<file path="src/fss_pkg.sv">
// shared constants, types and helpers for the filtered space-saving tracker
package fss_pkg;

  localparam int MonitorSlots = 64;
  localparam int FilterSlots  = 512;
  localparam int KeyWidth     = 64;
  localparam int CountWidth   = 32;
  localparam int SlotIdxW     = $clog2(MonitorSlots);
  localparam int UsedW        = $clog2(MonitorSlots + 1);
  localparam int FiltIdxW     = $clog2(FilterSlots);
  localparam int HashW        = 9;
  localparam int RankW        = 6;
  localparam int TopKW        = 5;
  localparam int StatusW      = 3;
  localparam int MonitorRatio = 3;
  localparam int FilterRatio  = 8;

  localparam logic [CountWidth-1:0] CountMax = {CountWidth{1'b1}};

  typedef enum logic [StatusW-1:0] {
    ST_COUNTED  = 3'd0,
    ST_NEW      = 3'd1,
    ST_ABSORBED = 3'd2,
    ST_RANK_OK  = 3'd3,
    ST_RANK_NONE = 3'd4
  } status_e;

  // controller to datapath
  typedef struct packed {
    logic clear_step;    // clear one filter entry, sweep address from datapath
    logic clear_start;   // restart the filter sweep and drop all slots
    logic capture;       // register the accepted request
    logic lookup;        // match / filter read cycle
    logic commit;        // apply the update and build the response
  } fss_cmd_t;

  // datapath to controller
  typedef struct packed {
    logic clear_done;
  } fss_stat_t;

  function automatic logic [UsedW-1:0] capacity(input logic [TopKW-1:0] k);
    logic [TopKW+1:0] c;
    c = (k == '0) ? (TopKW+2)'(MonitorRatio) : (TopKW+2)'(k) * (TopKW+2)'(MonitorRatio);
    if (c > (TopKW+2)'(MonitorSlots)) c = (TopKW+2)'(MonitorSlots);
    return UsedW'(c);
  endfunction

  function automatic logic [FiltIdxW-1:0] hash_span_mask(input logic [UsedW-1:0] cap);
    logic [UsedW+3:0] need;
    logic [FiltIdxW:0] s;
    need = (UsedW+4)'(cap) * (UsedW+4)'(FilterRatio);
    s = (FiltIdxW+1)'(1);
    for (int b = 0; b < FiltIdxW; b++) begin
      if ((UsedW+4)'(s) < need) s = {s[FiltIdxW-1:0], 1'b0};
    end
    return FiltIdxW'(s - 1'b1);
  endfunction

  function automatic logic [CountWidth-1:0] sat_inc(input logic [CountWidth-1:0] v);
    return (v == CountMax) ? v : v + 1'b1;
  endfunction

endpackage

</file>
<file path="src/fss_ctrl.sv">
// controller state machine: filter clear sweep and per-request sequencing
module fss_ctrl (
  input  logic               clk_i,
  input  logic               rst_ni,
  input  logic               cfg_we_i,
  input  logic               in_valid_i,
  input  logic               out_free_i,
  input  fss_pkg::fss_stat_t stat_i,
  output fss_pkg::fss_cmd_t  cmd_o,
  output logic               in_ready_o
);
  import fss_pkg::*;

  typedef enum logic [1:0] {S_CLEAR, S_IDLE, S_LOOK, S_COMMIT} state_e;
  state_e state_q, state_d;

  always_comb begin
    state_d = state_q;
    cmd_o = '0;
    in_ready_o = 1'b0;
    case (state_q)
      S_CLEAR: begin
        cmd_o.clear_step = 1'b1;
        if (stat_i.clear_done) state_d = S_IDLE;
      end
      S_IDLE: begin
        in_ready_o = 1'b1;
        if (in_valid_i) begin
          cmd_o.capture = 1'b1;
          state_d = S_LOOK;
        end
      end
      S_LOOK: begin
        cmd_o.lookup = 1'b1;
        state_d = S_COMMIT;
      end
      S_COMMIT: begin
        if (out_free_i) begin
          cmd_o.commit = 1'b1;
          state_d = S_IDLE;
        end
      end
      default: state_d = S_IDLE;
    endcase
    if (cfg_we_i) begin
      cmd_o = '0;
      cmd_o.clear_start = 1'b1;
      in_ready_o = 1'b0;
      state_d = S_CLEAR;
    end
  end

  always_ff @(posedge clk_i or negedge rst_ni) begin
    if (!rst_ni) begin
      state_q <= S_CLEAR;
    end else begin
      state_q <= state_d;
    end
  end
endmodule

</file>
<file path="config.mk">
export PLATFORM = sky130hd
export DESIGN_NAME = fss_ctrl
export DESIGN_NICKNAME = d
export VERILOG_FILES = /design/src/fss_pkg.sv /design/src/fss_ctrl.sv
export SDC_FILE = /design/constraint.sdc
export NUM_CORES = 1
export LEC_CHECK = 0
export ABC_AREA = 0
export BUFFER_PORTS_ARGS = -buffer_cell sky130_fd_sc_hd__buf_2
export CELL_PAD_IN_SITES_DETAIL_PLACEMENT = 0
export CELL_PAD_IN_SITES_GLOBAL_PLACEMENT = 1
export CORE_AREA = 8 8 45 47
export CTS_CLUSTER_SIZE = 24
export DETAILED_ROUTE_END_ITERATION = 10
export DIE_AREA = 0 0 53 55
export PLACE_DENSITY_LB_ADDON = 0.1
export SETUP_SLACK_MARGIN = 0.05
export SYNTH_ARGS = -nofsm -noshare
export SYNTH_HDL_FRONTEND = slang
export SYNTH_SLANG_ARGS = --single-unit
export TNS_END_PERCENT = 1
</file>
<file path="constraint.sdc">
create_clock -name clk_i -period 1.8 [get_ports clk_i]
set_input_delay 0.09 -clock clk_i [delete_from_list [all_inputs] [get_ports clk_i]]
set_output_delay 0.09 -clock clk_i [all_outputs]
set_load 0.01 [all_outputs]
</file>
After elaboration in Yosys (flattened, before gate mapping):

Cells that the tools add are included.

* eq/ne operators: 6
* muxes and demuxes: 14
* reductions and logical operators: 2

Operator list (number)
* inequality test 3 bit (second input constant): 3
* two-way mux 1 bit: 8
* two-way mux 2 bit: 4
* case mux 2 bit (4 select lines): 1
* two-way mux 5 bit: 1
* == test 2 bit (second input constant): 2
* AND reduction 3 bit: 1
* == test 2 x 1 -> 1 bit (second input constant): 1
* logical NOT 2 bit: 1

* flip-flop bits (word level): 2
* input port bits: 6
* output and inout port bits: 6
* word-level logic and storage cells: 23

Logic depth before layout (Yosys ltp):

Gate-level depths: netlist (run 1).

* word-level depth: 3
* gate-level depth with buffers: 4
* mapped depth without buffers: 4

Worst setup path before layout (run 1):

No wires, ideal clock.

* path kind: register to register
* start: reg state_q[0]
* end: reg state_q[0]
* library setup time: 0.127 ns
* arrival time: 1.374 ns
* required time: 1.673 ns
* slack: 0.299 ns
* stages on the path, launching flop included: 5
* buffers on the path: 0
* period minus slack after synthesis: 1.501 ns
* path through: dfrtp_1 -> inv_1 -> ha_1 -> a222oi_1 -> mux2_1

* word-level cells in the longest chain between the ends: 3
* elaborated cells between the ends (all ways): 10
* those cells by class: 6 x eq/ne; 2 x mux; 2 x reduce/logical

Ends and longest elaborated chain
* start, declared: line fss_ctrl.sv:15 `state_e state_q, state_d;`
* start signal, assigned: line fss_ctrl.sv:57 `state_q <= state_d;`
* == test 2 bit, or another cell as far along: line fss_ctrl.sv:21 `case (state_q)`
* case mux 2 bit (4 select lines) or inequality test 3 bit (tied branches)
* two-way mux 2 bit or AND reduction 3 bit (tied branches)

Parallel ways exist; a longest one is shown, timed or not.
A chain may end at the register's enable or synchronous reset.

Final worst setup path (run 1):

Ends and elaborated chain as after synthesis.

==> out/metrics.csv, run 1 <==
stage,metric,value,unit
place,final weighted congestion of routability-driven global placement,0.741,
global_route,global route hottest layer,met2,
worst_setup_path,Crit Path Category,flop to flop,
finish,top flop regs,state_q: 2 flops,
global_route,GRT Overall Usage,0.0464,
detailed_routing,drt total wl,546,um
detailed_routing,Avg WL per Cell,9.93,um
timing,Slew Limit Fails,0,
logic_synthesis,largest family of logic cells by synthesized area,simple AND/OR/NAND/NOR gates,
place,DP HPWL,456,um
timing,period utilisation layout,0.887,
pwr,Max VDD drop,0.000338,V
min_path,Hold Crit Class,primary input to asynchronous set/reset pin,
finish,share of post-route cells with drive strength above 1,0.359,
timing,worst-margin pin slew,471,ps
worst_setup_path,crit-path max FO,3,
clock_tree,worst-case clock buffer depth,2,
global_route,vias in the first global route,227,
finish,Area Growth Syn to Fin,47.6,%
worst_setup_path,WP data required,1900,ps
logic_synthesis,Synth Area in XOR/XNOR,0,
finish,Nets,51,
clock_tree,post_cts resized,0,
global_route,antenna violations before repair,0,
die,Die ar.,0.00292,mm2
detailed_routing,DRC Markers,0,
pwr,Lkg Pwr,0.000179,uW
clock_tree,Inserted Clock Buffers,3,
logic_synthesis,Synth Instances,25,
detailed_routing,routed vias/inst,3.64,
die,Die Wd,53,um
die,Core Area,0.00138,mm2
clock_tree,CTS tree,done,
global_route,GR Util met2,0.0742,
logic_synthesis,Synth Register Bits,2,
detailed_routing,Antenna Nets Post-Route,0,
pwr,Int Power,205,uW
die,initial core utilization,0.152,
worst_setup_path,nature of the critical path endpoint,flop,
global_route,met3 usage,0.0107,
logic_synthesis,sequential-to-total area share from yosys stat,0.238,
finish,max reg flops,2,
flow_run,Max Cap Viol,0,
global_route,grt ovf,0,
timing,fmax,626,MHz
timing,Final Hold Vio Count,0,
timing,fin crit period,1600,ps
place,port bufs,11,
logic_synthesis,Synth Cell Area,210,um2
clock_tree,Post-CTS Setup Bufs,0,
clock_tree,CTS sink count,2,
finish,Reg with most FFs,state_q,
pwr,switching share of power,0.360,
finish,ant diodes,0,
pwr,Total Power,320,uW
timing,unrepaired setup endpoints after global routing,no,
logic_synthesis,Mapped Nets,35,
logic_synthesis,Synth Area in Compound Gates,0.0476,
timing,final setup TNS,0,ps
timing,Final Setup Violations,0,
timing,clk_skew,0.342,ps
timing,Rel. slew slack,0.686,
clock_tree,clock root cell,clkbuf_4,
logic_synthesis,Synth cell types,12,
global_route,first-pass GRT wire length,931,um
clock_tree,"Clk Latency, worst-skew pair",220,ps
global_route,routing usage on met1,0.0426,
die,Die Height,55,um
worst_setup_path,Startpoint Class,flop,
logic_synthesis,Post-Syn Area per Cell,8.41,um2
detailed_routing,Initial DRC Count,4,
die,# IOs,12,
logic_synthesis,fraction of the mapped netlist area in adder cells,0.238,
pwr,clock power share,0.311,
detailed_routing,vias after detailed routing,200,
die,row count,14,
pwr,sequential share of power,0.235,
worst_setup_path,CP arrival,1700,ps
logic_synthesis,simple-gate share of the synthesized area,0.250,
pwr,Gate power share,0.454,
logic_synthesis,post-synthesis mux area share,0.101,
clock_tree,Worst-path clk slew,30,ps
logic_synthesis,YS warnings,0,
pwr,PD cells,1030,mW/mm2
run_status,status,completed,
clock_tree,H-tree depth,1,
detailed_routing,drt pass-1 iters,4,
pwr,Psw,115,uW
global_route,pin count of the biggest net entering global routing,10,
cells in the final DEF (no fill, tap or decap):
| cell | netlist | final |
|---|---|---|
| dfrtp_1 | 2 | 2 |
| a222oi_1 | 1 | 1 |
| dlygate4sd3_1 | 0 | 1 |
| mux2i_1 | 1 | 1 |
| nor2b_1 | 3 | 3 |
| buf_2 | 0 | 11 |
| clkbuf_4 | 0 | 3 |
| nor2_1 | 3 | 3 |
| inv_1 | 5 | 5 |
| mux2_1 | 1 | 1 |
| ha_1 | 4 | 4 |
| nand2b_1 | 2 | 2 |
| and2_1 | 1 | 1 |
| nand2_1 | 1 | 1 |
logic make-up after synthesis:
group / count (synthesis)
compound gates: 1
fa+ha+maj: 4
buf+inv: 6
flops: 2
mux: 2
simple gates: 10
Yosys cell counts:
library cell  n  share of area
a222oi_1      1          0.048
and2_1        1          0.030
buf_4         1          0.036
dfrtp_1       2           0.24
ha_1          4           0.24
inv_1         5          0.089
mux2_1        1          0.054
mux2i_1       1          0.048
nand2_1       1          0.018
nand2b_1      2          0.060
nor2_1        3          0.054
nor2b_1       3          0.089
metal layers:
layer | vias to the layer above | part of all wire | routed length [um]
met5 | - | 0 | 0
met4 | 0 | 0 | 0
met3 | 0 | 0.13 | 70
met2 | 8 | 0.49 | 270
met1 | 88 | 0.37 | 204
li1 | 104 | - | -
power by group through the flow:
stage	combinational, uW	sequential, uW	clock (uW)
5_1_grt	167	79.7	110
3_5_place_dp	147	75.3	0
4_1_cts	149	74.9	109
3_3_place_gp	147	75.4	0
2_1_floorplan	102	71.0	0
6_report	145	75.0	99.4
metrics by stage:
step	std cells	instance area, um2	utilization	hold WS, ps	setup WS (ps)
after floorplan	25	210	-	-206	299
after global placement	51	278	0.201	-125	188
after detailed placement	51	278	0.201	-123	167
after CTS	55	310	0.224	159	160
after global routing	55	310	0.224	173	75.8
final	55	310	0.224	171	203
critical path: stages (launching register included):
cell,delay (ps)
dfrtp_1,370
inv_1,90
ha_1,210
a222oi_1,440
mux2_1,370
final cells by class:
| type | instances | area, um2 |
|---|---|---|
| sequential | 2 | 50.0 |
| timing repair buffer | 12 | 65.1 |
| multi-input combinational | 17 | 134 |
| tap | 16 | 20.0 |
| inverter | 5 | 18.8 |
| clock buffer | 3 | 22.5 |
| fill | 164 | 1070 |
path summary, 6_finish.rpt:
check / from / to / slack (ps) / cells past startpoint
min: rst_ni / state_q[1] / 170 / 2
max: state_q[0] / state_q[0] / 200 / 4
min reg2reg: state_q[1] / state_q[1] / 610 / 2
max reg2reg: state_q[0] / state_q[0] / 200 / 4
max in group asynchronous: rst_ni / state_q[0] / 1540 / 2
min in group clk_i: cfg_we_i / state_q[1] / 270 / 3
timing repair:
item | in CTS | in global routing
endpoints found under the setup margin | 0 | 1
endpoints found under the hold margin | 2 | 0
hold buffers | 1 | 0
(Power assumes the default switching activity.)
==> run 2, diff against run 1 <==
==> constraint.sdc (replaced) <==
create_clock -name clk_i -period 1.9 [get_ports clk_i]
set_input_delay 0.095 -clock clk_i [delete_from_list [all_inputs] [get_ports clk_i]]
set_output_delay 0.095 -clock clk_i [all_outputs]
set_load 0.01 [all_outputs]
==> run 2 against run 1 <==
Effect of this change:
- first-iteration DRC count down 50%
- wire length up 2.0%
- non-clock buffer count unchanged
- largest power group unchanged
- largest cell class unchanged
- critical path depth unchanged
==> out/metrics.csv, run 2 (same netlist as run 1, synthesis figures left out) <==
stage,metric,value,unit,change
clock_tree,clock root cell,clkbuf_4,,unchanged
worst_setup_path,Reg2Reg Launch Point,state_q[0],,unchanged
finish,"most common cell after layout, fill and taps aside",buf_2,,unchanged
finish,most frequent cells in the layout,"buf_2, inv_1, ha_1",,unchanged
timing,fin crit period,1640,ps,was 1600 ps
finish,share of post-route cells with drive strength above 1,0.359,,unchanged
clock_tree,"Clk Latency, worst-skew pair",220,ps,about the same
pwr,Int Power,194,uW,was 205 uW
worst_setup_path,WP data required,2000,ps,was 1900 ps
place,port bufs,11,,unchanged
timing,Slew Limit Fails,0,,unchanged
detailed_routing,vias after detailed routing,207,,was 200
worst_setup_path,R2R setup slack,260,ps,was 200 ps
finish,Nets,51,,unchanged
timing,unrepaired setup endpoints after global routing,no,,unchanged
min_path,Hold Crit Class,primary input to asynchronous set/reset pin,,unchanged
finish,final non-filler cell total,55,,unchanged
detailed_routing,Antenna Nets Post-Route,0,,unchanged
global_route,vias in the first global route,205,,was 227
die,Die ar.,0.00292,mm2,unchanged
finish,top flop regs,state_q: 2 flops,,unchanged
worst_setup_path,Crit Path Category,flop to flop,,unchanged
pwr,switching share of power,0.354,,was 0.360
worst_setup_path,crit-path max FO,3,,unchanged
timing,fmax,611,MHz,was 626 MHz
finish,Reg with most FFs,state_q,,unchanged
worst_setup_path,Startpoint Class,flop,,unchanged
run_status,status,completed,,unchanged
finish,core occupancy in the finished layout,0.224,,unchanged
timing,Rel. slew slack,0.661,,was 0.686
clock_tree,CTS tree,done,,unchanged
timing,final setup TNS,0,ps,unchanged
detailed_routing,drt total wl,557,um,was 546 um
worst_setup_path,CP arrival,1740,ps,was 1700 ps
place,Placed Cells,51,,unchanged
die,initial core utilization,0.152,,unchanged
finish,ant diodes,0,,unchanged
detailed_routing,Initial DRC Count,2,,was 4
die,Core Area,0.00138,mm2,unchanged
detailed_routing,routed vias/inst,3.76,,was 3.64
detailed_routing,drt pass-1 iters,4,,unchanged
clock_tree,post_cts resized,0,,unchanged
timing,clk_skew,0.212,ps,was 0.342 ps
place,DP HPWL,461,um,was 456 um
worst_setup_path,Reg2Reg Depth,4,,unchanged
clock_tree,Worst-path clk slew,30,ps,about the same
timing,Final Hold Vio Count,0,,unchanged
timing,period utilisation layout,0.862,,was 0.887
clock_tree,Post-CTS Setup Bufs,0,,unchanged
detailed_routing,DRC Markers,0,,unchanged
die,# IOs,12,,unchanged
timing,Final Setup Violations,0,,unchanged
global_route,grt ovf,0,,unchanged
die,Die Height,55,um,unchanged
global_route,GRT Overall Usage,0.0410,,was 0.0464
clock_tree,worst-case clock buffer depth,2,,unchanged
timing,worst-margin pin slew,508,ps,was 471 ps
pwr,PD cells,969,mW/mm2,was 1030 mW/mm2
pwr,Lkg Pwr,0.000179,uW,about the same
die,row count,14,,unchanged
pwr,Max VDD drop,0.000403,V,was 0.000338 V
clock_tree,H-tree depth,1,,unchanged
global_route,first-pass GRT wire length,841,um,was 931 um
detailed_routing,Avg WL per Cell,10.1,um,was 9.93 um
timing,worst hold slack,188,ps,was 171 ps
die,Die Wd,53,um,unchanged
pwr,sequential share of power,0.229,,was 0.235
place,final weighted congestion of routability-driven global placement,0.712,,was 0.741
finish,Area Growth Syn to Fin,47.6,%,unchanged
pwr,Psw,106,uW,was 115 uW
flow_run,Max Cap Viol,0,,unchanged
pwr,clock power share,0.312,,was 0.311
clock_tree,Inserted Clock Buffers,3,,unchanged
pwr,Gate power share,0.459,,was 0.454
clock_tree,hold buffers post-CTS,1,,unchanged
global_route,antenna violations before repair,0,,unchanged
clock_tree,CTS sink count,2,,unchanged
worst_setup_path,reg-to-reg endpoint,state_q[0],,unchanged
finish,max reg flops,2,,unchanged
global_route,pin count of the biggest net entering global routing,10,,unchanged
worst_setup_path,nature of the critical path endpoint,flop,,unchanged
[run 2: cell counts in the layout (fill, tap and decap cells not counted)]
Identical to the previous run, type by type.
[run 2: critical path, stage by stage, from the launching register on]
cell and delay [ps]:
dfrtp_1 360, inv_1 90, ha_1 210, a222oi_1 490, mux2_1 370
[run 2: layout make-up]
class	instances	area [um2]
Clock buffer	3	22.5
Sequential cell	2	50.0
Fill cell	163	1070
Tap cell	16	20.0
Timing Repair Buffer	12	65.1
Multi-Input combinational cell	17	134
Inverter	5	18.8
[run 2: layer usage]
layer	global-route usage	vias to the layer above	wire length (um)
met5	0	-	0
met4	0.0517	0	0
met3	0.0214	0	75
met2	0.0566	8	272
met1	0.0396	95	209
li1	-	104	-
[run 2: worst max-delay path by stage]
stage / start / to / cells after the start
after global routing: state_q[0] / state_q[0] / 4
after CTS: state_q[0] / state_q[0] / 4
final: state_q[0] / state_q[0] / 4
after global placement: state_q[0] / state_q[0] / 4
after detailed placement: state_q[0] / state_q[0] / 4
after floorplan: state_q[0] / state_q[0] / 4
[run 2: through the flow]
stage | instance area [um2] | power, uW | setup WS, ps
after detailed placement | 278 | 211 | 223
after CTS | 310 | 315 | 219
after global routing | 310 | 333 | 143
after floorplan | 210 | 164 | 399
final | 310 | 301 | 263
after global placement | 278 | 212 | 208
[run 2: power by group through the flow]
stage | Clock (uW) | Combinational, uW | Sequential (uW)
after floorplan | 0 | 96.8 | 67.2
after global placement | 0 | 143 | 69.5
after detailed placement | 0 | 141 | 69.8
after CTS | 102 | 143 | 69.2
after global routing | 101 | 159 | 72.5
final | 93.8 | 138 | 68.7
==> run 3, diff against run 2 <==
--- a/config.mk
+++ b/config.mk
@@ -13,7 +13,7 @@
 export CTS_CLUSTER_SIZE = 24
 export DETAILED_ROUTE_END_ITERATION = 10
 export DIE_AREA = 0 0 53 55
-export PLACE_DENSITY_LB_ADDON = 0.1
+export PLACE_DENSITY = 0.44
 export SETUP_SLACK_MARGIN = 0.05
 export SYNTH_ARGS = -nofsm -noshare
 export SYNTH_HDL_FRONTEND = slang
==> run 3 against run 2 <==
Effect of this change:
- clock power about the same
- largest cell class unchanged
- worst setup slack gained 19 ps
- design area stayed put
- largest power group unchanged
- clock skew is essentially flat
==> out/metrics.csv, run 3 (same netlist as run 1, synthesis figures left out) <==
stage,metric,value,unit,change
timing,Rel. slew slack,0.683,,was 0.661
detailed_routing,routed vias/inst,3.60,,was 3.76
detailed_routing,drt pass-1 iters,4,,unchanged
detailed_routing,vias after detailed routing,198,,was 207
detailed_routing,Initial DRC Count,2,,unchanged
pwr,Int Power,193,uW,was 194 uW
worst_setup_path,"slowest stage delay, CP",470,ps,was 490 ps
global_route,vias in the first global route,213,,was 205
finish,most frequent cells in the layout,"buf_2, inv_1, ha_1",,unchanged
flow_run,Max Cap Viol,0,,unchanged
die,# IOs,12,,unchanged
min_path,Hold Crit Class,primary input to asynchronous set/reset pin,,unchanged
clock_tree,post_cts resized,0,,unchanged
finish,ant diodes,0,,unchanged
worst_setup_path,slowest CP cell,a222oi_1,,unchanged
worst_setup_path,Startpoint Class,flop,,unchanged
finish,Final Cell Area,310,um2,unchanged
timing,Final Setup Violations,0,,unchanged
global_route,met3 usage,0.0214,,unchanged
finish,share of post-route cells with drive strength above 1,0.359,,unchanged
die,Die Wd,53,um,unchanged
clock_tree,worst-case clock buffer depth,2,,unchanged
clock_tree,CTS sink count,2,,unchanged
global_route,grt ovf,0,,unchanged
finish,Reg with most FFs,state_q,,unchanged
detailed_routing,Antenna Nets Post-Route,0,,unchanged
pwr,Lkg Pwr,0.000179,uW,unchanged
pwr,switching share of power,0.353,,was 0.354
die,Die Height,55,um,unchanged
worst_setup_path,crit-path max FO,3,,unchanged
finish,"most common cell after layout, fill and taps aside",buf_2,,unchanged
worst_setup_path,WP data required,2000,ps,about the same
clock_tree,Worst-path clk slew,30,ps,about the same
pwr,clock power share,0.315,,was 0.312
pwr,Gate power share,0.449,,was 0.459
finish,max reg flops,2,,unchanged
timing,clk_skew,0.456,ps,was 0.212 ps
timing,Slew Limit Fails,0,,unchanged
die,Core Area,0.00138,mm2,unchanged
clock_tree,hold buffers post-CTS,1,,unchanged
clock_tree,clock root cell,clkbuf_4,,unchanged
clock_tree,H-tree depth,1,,unchanged
worst_setup_path,Crit Path Category,flop to flop,,unchanged
clock_tree,Post-CTS Setup Bufs,0,,unchanged
global_route,GRT Overall Usage,0.0443,,was 0.0410
detailed_routing,drt total wl,549,um,was 557 um
timing,fin crit period,1620,ps,was 1640 ps
place,cell area after placement,278,um2,unchanged
place,port bufs,11,,unchanged
finish,Nets,51,,unchanged
timing,unrepaired setup endpoints after global routing,no,,unchanged
clock_tree,"Clk Latency, worst-skew pair",220,ps,about the same
place,DP HPWL,433,um,was 461 um
detailed_routing,DRC Markers,0,,unchanged
timing,fmax,618,MHz,was 611 MHz
pwr,sequential share of power,0.237,,was 0.229
global_route,first-pass GRT wire length,910,um,was 841 um
timing,final setup TNS,0,ps,unchanged
global_route,antenna violations before repair,0,,unchanged
pwr,Psw,106,uW,about the same
pwr,Max VDD drop,0.000293,V,was 0.000403 V
run_status,status,completed,,unchanged
pwr,PD cells,964,mW/mm2,was 969 mW/mm2
finish,top flop regs,state_q: 2 flops,,unchanged
detailed_routing,Avg WL per Cell,9.98,um,was 10.1 um
global_route,global route hottest layer,met2,,unchanged
place,final weighted congestion of routability-driven global placement,0.667,,was 0.712
clock_tree,Inserted Clock Buffers,3,,unchanged
global_route,routing usage on met1,0.0441,,was 0.0396
clock_tree,CTS tree,done,,unchanged
die,row count,14,,unchanged
timing,worst-margin pin slew,476,ps,was 508 ps
finish,Area Growth Syn to Fin,47.6,%,unchanged
worst_setup_path,nature of the critical path endpoint,flop,,unchanged
timing,period utilisation layout,0.852,,was 0.862
die,Die ar.,0.00292,mm2,unchanged
die,initial core utilization,0.152,,unchanged
timing,Final Hold Vio Count,0,,unchanged
global_route,GR Util met2,0.0625,,was 0.0566
worst_setup_path,CP arrival,1720,ps,was 1740 ps
worst_setup_path,CP cell instances,inv_1 -> ha_1 -> a222oi_1 -> mux2_1,,unchanged
global_route,pin count of the biggest net entering global routing,10,,unchanged
run 3: layout make-up:
cell class                      instances  area, um2
Fill cell                             151       1070
Multi-Input combinational cell         17        134
Timing Repair Buffer                   12       65.1
Sequential cell                         2       50.0
Clock buffer                            3       22.5
Tap cell                               16       20.0
Inverter                                5       18.8
run 3: routing by layer:
metal,share of wire,vias up
met5,0,-
met4,0,0
met3,0.16,0
met2,0.44,9
met1,0.40,85
li1,-,104
run 3: power groups by stage:
stage | registers [uW] | clock network, uW | logic, uW
3_3_place_gp | 70.4 | 0 | 136
3_5_place_dp | 71.5 | 0 | 136
2_1_floorplan | 67.2 | 0 | 96.8
4_1_cts | 71.0 | 103 | 138
6_report | 70.7 | 94.1 | 134
5_1_grt | 72.3 | 106 | 159
run 3: final timing paths:
kind / slack, ps / end / start / cells after the start
max in group asynchronous: 1620 / state_q[0] / rst_ni / 2
worst max register to register: 280 / state_q[0] / state_q[0] / 4
worst max-delay path: 280 / state_q[0] / state_q[0] / 4
min in group clk_i: 270 / state_q[1] / cfg_we_i / 3
worst min-delay path: 190 / state_q[1] / rst_ni / 2
worst min register to register: 600 / state_q[1] / state_q[1] / 2
run 3: per-stage QoR:
stage	hold slack [ps]	utilization	worst slack, ps	total power [uW]	std cells
final	188	0.224	281	299	55
after floorplan	-201	-	399	164	25
after CTS	172	0.224	271	312	55
after global placement	-121	0.201	289	207	51
after global routing	175	0.224	164	337	55
after detailed placement	-118	0.201	275	207	51
run 3: critical path: cells and delay by family (launching register included):
kind	cells	cell delay (ps)
buffers and inverters	1	80
adder cells (fa/ha/maj)	1	210
flip-flops	1	370
AO/OA/AOI/OAI	1	470
multiplexers	1	370
